### config.mk
export PLATFORM = sky130hd
export DESIGN_NAME = timing_protection_watchdog_queue_core
export DESIGN_NICKNAME = d
export VERILOG_FILES = /design/src/hw/rtl/tpwdq_pkg.sv /design/src/hw/rtl/tpwdq_queue.sv /design/src/hw/rtl/timing_protection_watchdog_queue_core.sv
export SDC_FILE = /design/constraint.sdc
export NUM_CORES = 2
export LEC_CHECK = 0
export BUFFER_PORTS_ARGS = -buffer_cell sky130_fd_sc_hd__buf_4
export CORE_MARGIN = 4
export CORE_UTILIZATION = 30
export CTS_BUF_LIST = sky130_fd_sc_hd__clkbuf_8
export CTS_CLUSTER_DIAMETER = 30
export DETAILED_ROUTE_END_ITERATION = 10
export PLACE_DENSITY_LB_ADDON = 0.25
export SETUP_SLACK_MARGIN = 0.2
export SLEW_MARGIN = 25
export SYNTH_ARGS = -nofsm -noshare
export SYNTH_HDL_FRONTEND = slang
export SYNTH_SLANG_ARGS = --single-unit
### constraint.sdc
create_clock -name clk -period 7.3 [get_ports clk]
set_clock_uncertainty 0.1 [all_clocks]
set_input_delay 1.825 -clock clk [delete_from_list [all_inputs] [get_ports clk]]
set_output_delay 1.825 -clock clk [all_outputs]
set_load 0.01 [all_outputs]
### src/hw/rtl/tpwdq_pkg.sv
// ----------------------------------------------------------------------------
// tpwdq_pkg - timing protection watchdog queue package
// Shared defaults, operation and kind codes, and the queue control struct.
// ----------------------------------------------------------------------------
package tpwdq_pkg;

  localparam int PROC_COUNT_DEF     = 16;
  localparam int RESOURCE_SLOTS_DEF = 8;
  localparam int TIME_BITS_DEF      = 32;

  // operations
  localparam logic [2:0] OP_TICK     = 3'd0;
  localparam logic [2:0] OP_START    = 3'd1;
  localparam logic [2:0] OP_STOP     = 3'd2;
  localparam logic [2:0] OP_PAUSE    = 3'd3;
  localparam logic [2:0] OP_CONTINUE = 3'd4;

  // monitor kinds
  localparam logic [2:0] KIND_FRAME  = 3'd0;
  localparam logic [2:0] KIND_BUDGET = 3'd1;
  localparam logic [2:0] KIND_RES    = 3'd2;
  localparam logic [2:0] KIND_ALLINT = 3'd3;
  localparam logic [2:0] KIND_OSINT  = 3'd4;

  // event kinds
  localparam logic [2:0] EV_NONE   = 3'd0;
  localparam logic [2:0] EV_FRAME  = 3'd1;
  localparam logic [2:0] EV_BUDGET = 3'd2;
  localparam logic [2:0] EV_RES    = 3'd3;
  localparam logic [2:0] EV_ALLINT = 3'd4;
  localparam logic [2:0] EV_OSINT  = 3'd5;

  // error codes
  localparam logic [1:0] ERR_NONE   = 2'd0;
  localparam logic [1:0] ERR_TIME   = 2'd1;
  localparam logic [1:0] ERR_LOCKED = 2'd2;

  typedef struct packed {
    logic pop;   // drop head
    logic push;  // append at tail
  } q_ctrl_t;

endpackage

### src/hw/rtl/tpwdq_queue.sv
// ----------------------------------------------------------------------------
// tpwdq_queue - watchdog entry queue
// Row of cells holding slot, deadline and owner; pop at head, push at tail.
// ----------------------------------------------------------------------------
module tpwdq_queue #(
  parameter int DEPTH     = 43,
  parameter int SLOT_W    = 6,
  parameter int TIME_BITS = tpwdq_pkg::TIME_BITS_DEF,
  parameter int LEN_W     = $clog2(DEPTH + 1)
) (
  input  logic                 clk,
  input  logic                 rst,
  input  tpwdq_pkg::q_ctrl_t   ctrl,
  input  logic [SLOT_W-1:0]    push_slot,
  input  logic [TIME_BITS-1:0] push_dl,
  input  logic [3:0]           push_owner,
  output logic [SLOT_W-1:0]    head_slot,
  output logic [TIME_BITS-1:0] head_dl,
  output logic [3:0]           head_owner,
  output logic [LEN_W-1:0]     len
);

  logic [SLOT_W-1:0]    slot  [DEPTH];
  logic [TIME_BITS-1:0] dl    [DEPTH];
  logic [3:0]           owner [DEPTH];

  always_ff @(posedge clk) begin
    for (int i = 0; i < DEPTH; i++) begin
      if (ctrl.pop) begin
        if (ctrl.push && (LEN_W'(i) == len - LEN_W'(1))) begin
          slot[i]  <= push_slot;
          dl[i]    <= push_dl;
          owner[i] <= push_owner;
        end else if (i < DEPTH - 1) begin
          slot[i]  <= slot[(i < DEPTH - 1) ? i + 1 : i];
          dl[i]    <= dl[(i < DEPTH - 1) ? i + 1 : i];
          owner[i] <= owner[(i < DEPTH - 1) ? i + 1 : i];
        end
      end else if (ctrl.push && (LEN_W'(i) == len)) begin
        slot[i]  <= push_slot;
        dl[i]    <= push_dl;
        owner[i] <= push_owner;
      end
    end
  end

  always_ff @(posedge clk) begin
    if (rst) begin
      len <= '0;
    end else begin
      len <= len + LEN_W'(ctrl.push) - LEN_W'(ctrl.pop);
    end
  end

  assign head_slot  = slot[0];
  assign head_dl    = dl[0];
  assign head_owner = owner[0];

endmodule

### src/hw/rtl/timing_protection_watchdog_queue_core.sv
// ----------------------------------------------------------------------------
// timing_protection_watchdog_queue_core - timing protection watchdog queue
// Time base plus deadline-ordered watchdog queue walked by one comparator.
// ----------------------------------------------------------------------------
// Usage: pulse start with an item while busy is low. Each result shows on the
// result ports for exactly one cycle with strobe high; the receiver cannot
// stall, so capture every strobe. Start, stop, pause and continue for a valid
// monitored item rotate the whole queue once through a single deadline
// comparator and are then acknowledged; other items are only acknowledged.
// On a tick, expired slots stream out one per cycle, last marked on the final
// one. busy stays high until the last result is issued.
// ----------------------------------------------------------------------------
module timing_protection_watchdog_queue_core #(
  parameter int PROC_COUNT     = tpwdq_pkg::PROC_COUNT_DEF,
  parameter int RESOURCE_SLOTS = tpwdq_pkg::RESOURCE_SLOTS_DEF,
  parameter int TIME_BITS      = tpwdq_pkg::TIME_BITS_DEF
) (
  input  logic        clk,
  input  logic        rst,
  input  logic        start,
  output logic        busy,
  input  logic [2:0]  operation,
  input  logic [2:0]  monitor_kind,
  input  logic [3:0]  proc_id,
  input  logic [2:0]  resource_id,
  input  logic [31:0] limit_ticks,
  input  logic        monitored,
  output logic        strobe,
  output logic [2:0]  event_kind,
  output logic [3:0]  owner_proc,
  output logic [2:0]  owner_resource,
  output logic [1:0]  error_code,
  output logic        reschedule,
  output logic        may_activate,
  output logic        last
);

  localparam int NSLOTS  = 2 * PROC_COUNT + RESOURCE_SLOTS + 2;
  localparam int QDEPTH  = NSLOTS + 1;   // one spare: insert may precede removal
  localparam int SLOT_W  = $clog2(NSLOTS);
  localparam int LEN_W   = $clog2(QDEPTH + 1);
  localparam int PW      = (PROC_COUNT > 1) ? $clog2(PROC_COUNT) : 1;
  localparam int SW      = ((TIME_BITS > 32) ? TIME_BITS : 32) + 1;
  localparam logic [TIME_BITS-1:0] TMAX = {TIME_BITS{1'b1}};

  localparam logic [SLOT_W-1:0] SLOT_BUDGET0 = SLOT_W'(PROC_COUNT);
  localparam logic [SLOT_W-1:0] SLOT_RES0    = SLOT_W'(2 * PROC_COUNT);
  localparam logic [SLOT_W-1:0] SLOT_ALLINT  = SLOT_W'(2 * PROC_COUNT + RESOURCE_SLOTS);

  // sequencer states
  localparam logic [1:0] S_IDLE = 2'd0;
  localparam logic [1:0] S_PASS = 2'd1;
  localparam logic [1:0] S_EXP  = 2'd2;
  localparam logic [1:0] S_ACK  = 2'd3;

  logic [1:0]           state;
  logic [TIME_BITS-1:0] now;
  logic [PROC_COUNT-1:0] permit;
  logic [TIME_BITS-1:0] budget [PROC_COUNT];

  // latched item
  logic [3:0]           proc;
  logic [SLOT_W-1:0]    rm_slot;
  logic                 ins;
  logic                 cap;
  logic [TIME_BITS-1:0] new_dl;
  logic                 inserted;
  logic                 found;
  logic [TIME_BITS-1:0] cap_dl;
  logic [LEN_W-1:0]     cnt;
  logic [LEN_W-1:0]     len0;

  // pending expiry result
  logic       pend_v;
  logic [2:0] pend_ev;
  logic [3:0] pend_owner;
  logic [2:0] pend_res;
  logic [1:0] pend_err;
  logic       pend_act;
  logic       resched_acc;

  // queue
  tpwdq_pkg::q_ctrl_t   qc;
  logic [SLOT_W-1:0]    q_push_slot;
  logic [TIME_BITS-1:0] q_push_dl;
  logic [3:0]           q_push_owner;
  logic [SLOT_W-1:0]    head_slot;
  logic [TIME_BITS-1:0] head_dl;
  logic [3:0]           head_owner;
  logic [LEN_W-1:0]     q_len;

  tpwdq_queue #(
    .DEPTH(QDEPTH), .SLOT_W(SLOT_W), .TIME_BITS(TIME_BITS), .LEN_W(LEN_W)
  ) u_queue (
    .clk(clk), .rst(rst), .ctrl(qc),
    .push_slot(q_push_slot), .push_dl(q_push_dl), .push_owner(q_push_owner),
    .head_slot(head_slot), .head_dl(head_dl), .head_owner(head_owner), .len(q_len)
  );

  // the shared comparator: head deadline against key
  logic [TIME_BITS-1:0] cmp_key;
  logic                 head_gt;
  assign cmp_key = (state == S_PASS) ? new_dl : now;
  assign head_gt = head_dl > cmp_key;

  // item decode
  logic           proc_ok;
  logic [PW-1:0]  pidx;
  logic           slot_ok;
  logic [SLOT_W-1:0] sel_slot;
  logic [SW-1:0]  span;
  logic [SW-1:0]  dl_sum;
  logic [TIME_BITS-1:0] dl_calc;

  assign proc_ok = monitored && (5'(proc_id) < 5'(PROC_COUNT));
  assign pidx    = proc_id[PW-1:0];

  always_comb begin
    slot_ok  = 1'b0;
    sel_slot = '0;
    case (monitor_kind)
      tpwdq_pkg::KIND_FRAME: begin
        slot_ok  = 1'b1;
        sel_slot = SLOT_W'(proc_id);
      end
      tpwdq_pkg::KIND_BUDGET: begin
        slot_ok  = 1'b1;
        sel_slot = SLOT_BUDGET0 + SLOT_W'(proc_id);
      end
      tpwdq_pkg::KIND_RES: begin
        slot_ok  = (4'(resource_id) < 4'(RESOURCE_SLOTS)) && (limit_ticks != '0);
        sel_slot = SLOT_RES0 + SLOT_W'(resource_id);
      end
      tpwdq_pkg::KIND_ALLINT: begin
        slot_ok  = limit_ticks != '0;
        sel_slot = SLOT_ALLINT;
      end
      tpwdq_pkg::KIND_OSINT: begin
        slot_ok  = limit_ticks != '0;
        sel_slot = SLOT_ALLINT + SLOT_W'(1);
      end
      default: begin
        slot_ok  = 1'b0;
        sel_slot = '0;
      end
    endcase
  end

  // saturating deadline: now + span
  assign span    = (operation == tpwdq_pkg::OP_CONTINUE) ?
                   SW'(budget[pidx]) : SW'(limit_ticks);
  assign dl_sum  = SW'(now) + span;
  assign dl_calc = (dl_sum > SW'(TMAX)) ? TMAX : dl_sum[TIME_BITS-1:0];

  // expiry classification of the head slot
  logic [2:0] h_ev;
  logic [1:0] h_err;
  logic [2:0] h_res;
  always_comb begin
    h_res = '0;
    if (head_slot < SLOT_BUDGET0) begin
      h_ev = tpwdq_pkg::EV_FRAME;   h_err = tpwdq_pkg::ERR_NONE;
    end else if (head_slot < SLOT_RES0) begin
      h_ev = tpwdq_pkg::EV_BUDGET;  h_err = tpwdq_pkg::ERR_TIME;
    end else if (head_slot < SLOT_ALLINT) begin
      h_ev = tpwdq_pkg::EV_RES;     h_err = tpwdq_pkg::ERR_LOCKED;
      h_res = 3'(head_slot - SLOT_RES0);
    end else if (head_slot == SLOT_ALLINT) begin
      h_ev = tpwdq_pkg::EV_ALLINT;  h_err = tpwdq_pkg::ERR_LOCKED;
    end else begin
      h_ev = tpwdq_pkg::EV_OSINT;   h_err = tpwdq_pkg::ERR_LOCKED;
    end
  end

  logic h_owner_ok;
  logic proc_permit;
  assign h_owner_ok  = 5'(head_owner) < 5'(PROC_COUNT);
  assign proc_permit = (5'(proc) < 5'(PROC_COUNT)) ? permit[proc[PW-1:0]] : 1'b1;

  // queue control
  logic pass_run;
  logic pass_match;
  assign pass_run   = cnt < len0;
  assign pass_match = head_slot == rm_slot;

  always_comb begin
    qc           = '0;
    q_push_slot  = head_slot;
    q_push_dl    = head_dl;
    q_push_owner = head_owner;
    if (state == S_PASS) begin
      if (pass_run) begin
        if (pass_match) begin
          qc.pop = 1'b1;
        end else if (ins && !inserted && head_gt) begin
          qc.push      = 1'b1;
          q_push_slot  = rm_slot;
          q_push_dl    = new_dl;
          q_push_owner = proc;
        end else begin
          qc.pop  = 1'b1;
          qc.push = 1'b1;
        end
      end else if (ins && !inserted) begin
        qc.push      = 1'b1;
        q_push_slot  = rm_slot;
        q_push_dl    = new_dl;
        q_push_owner = proc;
      end
    end else if (state == S_EXP) begin
      qc.pop = (q_len != '0) && !head_gt;
    end
  end

  assign busy = state != S_IDLE;

  always_ff @(posedge clk) begin
    if (rst) begin
      state  <= S_IDLE;
      now    <= '0;
      permit <= '1;
      strobe <= 1'b0;
      pend_v <= 1'b0;
    end else begin
      strobe <= 1'b0;
      case (state)
        S_IDLE: begin
          if (start) begin
            proc     <= proc_id;
            inserted <= 1'b0;
            found    <= 1'b0;
            cnt      <= '0;
            len0     <= q_len;
            new_dl   <= dl_calc;
            ins      <= 1'b0;
            cap      <= 1'b0;
            rm_slot  <= sel_slot;
            state    <= S_ACK;
            if (operation == tpwdq_pkg::OP_TICK) begin
              if (now != TMAX) now <= now + TIME_BITS'(1);
              pend_v      <= 1'b0;
              resched_acc <= 1'b0;
              state       <= S_EXP;
            end else if (proc_ok) begin
              if ((operation == tpwdq_pkg::OP_START ||
                   operation == tpwdq_pkg::OP_STOP) && slot_ok) begin
                ins   <= operation == tpwdq_pkg::OP_START;
                state <= S_PASS;
                if (operation == tpwdq_pkg::OP_START &&
                    monitor_kind == tpwdq_pkg::KIND_FRAME)
                  permit[pidx] <= 1'b0;
              end else if (operation == tpwdq_pkg::OP_PAUSE) begin
                rm_slot <= SLOT_BUDGET0 + SLOT_W'(proc_id);
                cap     <= 1'b1;
                state   <= S_PASS;
              end else if (operation == tpwdq_pkg::OP_CONTINUE) begin
                rm_slot <= SLOT_BUDGET0 + SLOT_W'(proc_id);
                ins     <= 1'b1;
                state   <= S_PASS;
              end
            end
          end
        end
        S_PASS: begin
          if (pass_run) begin
            if (pass_match) begin
              found  <= 1'b1;
              cap_dl <= head_dl;
              cnt    <= cnt + LEN_W'(1);
            end else if (ins && !inserted && head_gt) begin
              inserted <= 1'b1;
            end else begin
              cnt <= cnt + LEN_W'(1);
            end
          end else begin
            if (cap && found)
              budget[proc[PW-1:0]] <= (cap_dl > now) ? cap_dl - now : '0;
            state <= S_ACK;
          end
        end
        S_EXP: begin
          if ((q_len != '0) && !head_gt) begin
            if (pend_v) begin
              strobe <= 1'b1;
              event_kind <= pend_ev; owner_proc <= pend_owner;
              owner_resource <= pend_res; error_code <= pend_err;
              may_activate <= pend_act; reschedule <= 1'b0; last <= 1'b0;
            end
            if (h_ev == tpwdq_pkg::EV_FRAME && h_owner_ok)
              permit[head_owner[PW-1:0]] <= 1'b1;
            if (h_ev == tpwdq_pkg::EV_BUDGET) resched_acc <= 1'b1;
            pend_v     <= 1'b1;
            pend_ev    <= h_ev;
            pend_owner <= head_owner;
            pend_res   <= h_res;
            pend_err   <= h_err;
            pend_act   <= !h_owner_ok || (h_ev == tpwdq_pkg::EV_FRAME) ||
                          permit[head_owner[PW-1:0]];
          end else begin
            strobe <= 1'b1;
            last   <= 1'b1;
            if (pend_v) begin
              event_kind <= pend_ev; owner_proc <= pend_owner;
              owner_resource <= pend_res; error_code <= pend_err;
              may_activate <= pend_act; reschedule <= resched_acc;
            end else begin
              event_kind <= tpwdq_pkg::EV_NONE; owner_proc <= '0;
              owner_resource <= '0; error_code <= tpwdq_pkg::ERR_NONE;
              may_activate <= permit[0]; reschedule <= 1'b0;
            end
            pend_v <= 1'b0;
            state  <= S_IDLE;
          end
        end
        S_ACK: begin
          strobe             <= 1'b1;
          event_kind         <= tpwdq_pkg::EV_NONE;
          owner_proc         <= proc;
          owner_resource     <= '0;
          error_code         <= tpwdq_pkg::ERR_NONE;
          reschedule         <= 1'b0;
          may_activate       <= proc_permit;
          last               <= 1'b1;
          state              <= S_IDLE;
        end
        default: state <= S_IDLE;
      endcase
    end
  end

  // queue never holds more than one entry per slot between items
  a_len_bound: assert property (@(posedge clk) disable iff (rst)
    (state == S_IDLE) |-> (q_len <= LEN_W'(NSLOTS)))
    else $error("queue length beyond slot count");

  // results of one run come back to back until the last one
  a_run_contig: assert property (@(posedge clk) disable iff (rst)
    (strobe && !last) |=> strobe)
    else $error("gap inside expiry run");

  // an accepted item holds busy for at least the next cycle
  a_accept_busy: assert property (@(posedge clk) disable iff (rst)
    (start && !busy) |=> busy)
    else $error("busy not raised after accept");

  // a final result always returns the sequencer to idle
  a_last_idle: assert property (@(posedge clk) disable iff (rst)
    (strobe && last) |-> (state == S_IDLE))
    else $error("last result while still busy");

endmodule
==> metrics.cfg <==
[detailed_routing]
firstDrtPassIters=11
ant_nets=0
wl_um=284000
vias=59952
drc_errors=0
routedWlPerCell_um=23.0
routed_via_density=4.85
drt_iter0_drc=4515

[worst_setup_path]
cpPeakStageDelay_ns=0.60
cp-start-kind=flip-flop
cp_max_fo=51
cp.arrival_ns=6.69
path_class=flip-flop to flip-flop
ff2ff_path_depth=15
reg2reg_from=state[1]$_SDFFE_PP0P_
crit_path_end_kind=flip-flop
crit_required_ns=8.01
reg2reg_to=u_queue.dl[15][23]$_DFFE_PP_
r2r_slack_ns=1.32
cpMaxStageDelayCell=o21ai_4
path_cells=nand2b_2 -> clkinv_2 -> nor2_1 -> a21oi_1 -> ha_1 -> a21oi_1 -> o21ai_0 -> a221oi_1 -> o21ai_1 -> o21ai_4 -> and2_4 -> buf_4 -> o221a_2 -> buf_4 -> mux2_2

[yosys]
ys_async_sr_fraction_pct=0
yosysSeqAreaShare_pct=66.5
postSynthCellCount=6566
synth_top_flop_cell=edfxtp_1
synth_top_area_cell=edfxtp_1
synth.cell_area_um2=112000
netlist.area_leader.share_pct=65.5
synthDistinctLibCells=86
synth-seq-cells=2495
syn_area_per_cell_um2=17.0
synthTopCellsByArea=edfxtp_1, mux2_2, mux4_2
synthesis.nets=6737
yosysWarningCount=0
synth_edf_count=2437

[placement]
placed_area_um2=118000
dp_cells=11275
place_congestion=0.857
port_buffers=65
dp_hpwl_um=171000

[floorplan]
core_area_um2=370000
rows=223
fp.dieW_um=618
initial_utilization_pct=30.2
die_area_um2=382000
die_y_um=618
io_pins=66

[pwr]
power_leakage_nw=42.3
ir_drop_uv=199
p_per_area_nw_per_um2=350

[worst_hold_path]
hold_class=flip-flop to flip-flop
hold_path_depth=1
hold_end=u_queue.dl[4][6]$_DFFE_PP_
min_from=u_queue.dl[5][6]$_DFFE_PP_

[clocking]
cts_tree=yes
clock-sinks=2495
clockBufferDepth=4
h-tree-depth=6
post_cts_resized=0
post_cts_buffers=0
clock_latency_ns=1.12
clk_pin_slew_worst_paths_ns=0.05
holdBufCountCts=0
cts_root_buf=clkbuf_8
numCtsBuffers=588

[grt]
overflow=0
grt_pass1_vias=65573
grt_pass1_wl_um=425000
grt_antenna_before_repair=19
grt_max_degree=99
grt_usage_pct=14.5

[job]
cap_violations=0

[sta]
fin_crit_ns=5.98
rsz0062_at_grt=false
fmax_mhz=167
fin_hold_ws_ns=0.402
fin_crit_sh_pct=81.9
final_hold_viol_count=0
finalMaxSlewViolations=0
worst_pin_slew_ns=1.05
relSlewSlack_pct=29.6
fin_tns_setup_ns=0
setup_viol=0

[finish]
final_area_um2=131000
final_common_cell=edfxtp_1
n_fill_cell=35104
multi_input_area_um2=35500
final_cell_mix=edfxtp_1, mux2_2, clkbuf_8
drive_gt1_share_pct=41.5
finish.utilization_pct=35.4
area_growth_pct=17.1
regArea_um2=74300
fin_cells=12354
final_nets=7086

[outcome]
status=completed

[stage by stage]
step	total power [mW]	setup slack, ns
after floorplan	26.3	0.235
after global placement	29.2	0.308
after detailed placement	29.2	0.408
after CTS	46.5	1.24
after global routing	48.0	1.02
final	45.8	1.32
[area by class of cell]
class	count	area share [%]
Multi-Input combinational cell	3490	27.1
Antenna cell	5	0.00956
Tap cell	4950	4.73
Timing Repair Buffer	262	1.60
Sequential cell	2495	56.8
Inverter	78	0.225
Clock inverter	471	3.16
Clock buffer	603	6.34
[where the power goes]
part           switching, mW  leakage [nW]  internal, mW
clock network           6.94          6.67          10.0
registers              0.585          22.5          18.9
logic                   5.38          13.1          4.04
total                   12.9          42.3          32.9
[cells in the mapped netlist, types with 18 or more instances]
library cell and number:
o211ai_4 18, nor2b_1 18, a211o_1 18, mux2_2 1587, o21ai_0 92, mux4_2 170, xor2_1 26, nor2_1 167
clkbuf_1 276, a21oi_1 210, dfxtp_1 58, mux2_1 211, inv_1 76, nor3_1 45, buf_6 97, o21a_1 22
buf_4 32, nand3_1 102, buf_2 78, and2_1 22, a21o_1 35, nand2_1 203, nand4_1 77, xnor2_1 65
buf_1 20, ha_1 119, o211ai_2 47, edfxtp_1 2437
[cells by family (layout without fill, tap and decap cells)]
kind of cell / count (synthesis) / in the layout / share of synthesized area (%)
other: 0 / 5 / 0
adders and majority gates: 122 / 122 / 1.39
muxes: 1975 / 1975 / 21.6
buffers and inverters: 581 / 1414 / 2.80
xor gates and xnor gates: 91 / 91 / 0.713
and+or+nand+nor: 747 / 747 / 3.28
AOI/OAI and AO/OA: 555 / 555 / 3.67
DFF: 2495 / 2495 / 66.5
[sequential cells by signal (all words and copies together), names as in the netlist, 16 cells and up]
name / count
permit: 16
new_dl: 32
u_queue.owner: 172
budget: 512
now: 32
u_queue.slot: 258
cap_dl: 32
u_queue.dl: 1376
[worst max-delay path, delay by kind of cell (launching register included)]
kind                     cells  cell delay [ns]
multiplexers                 1             0.42
AO/OA/AOI/OAI                7             1.95
AND/OR/NAND/NOR              3             0.78
buffers and inverters        3             1.69
flip-flops                   1             0.32
adder cells (fa/ha/maj)      1             0.35
[metal layers]
metal / global-route usage (%) / wire length, um / part of all wire (%)
met1: 19.0 / 123000 / 44
met2: 24.2 / 138000 / 49
met3: 2.78 / 15500 / 5.5
met4: 4.27 / 6590 / 2.3
met5: 0 / 27 / 0.0095
[how the worst max path moves through the flow]
stage                          startpoint                            to  cells after the start
global placement               proc_id[1]       new_dl[1]$_SDFFCE_PN1P_                     16
global route        state[1]$_SDFFE_PP0P_  u_queue.dl[15][27]$_DFFE_PP_                     15
finish              state[1]$_SDFFE_PP0P_  u_queue.dl[15][23]$_DFFE_PP_                     15
floorplan                      proc_id[0]      new_dl[16]$_SDFFCE_PN1P_                     18
detailed placement             proc_id[1]       new_dl[1]$_SDFFCE_PN1P_                     16
CTS                 state[1]$_SDFFE_PP0P_  u_queue.dl[15][27]$_DFFE_PP_                     15
No activity file was read; power rests on OpenSTA's default activity.
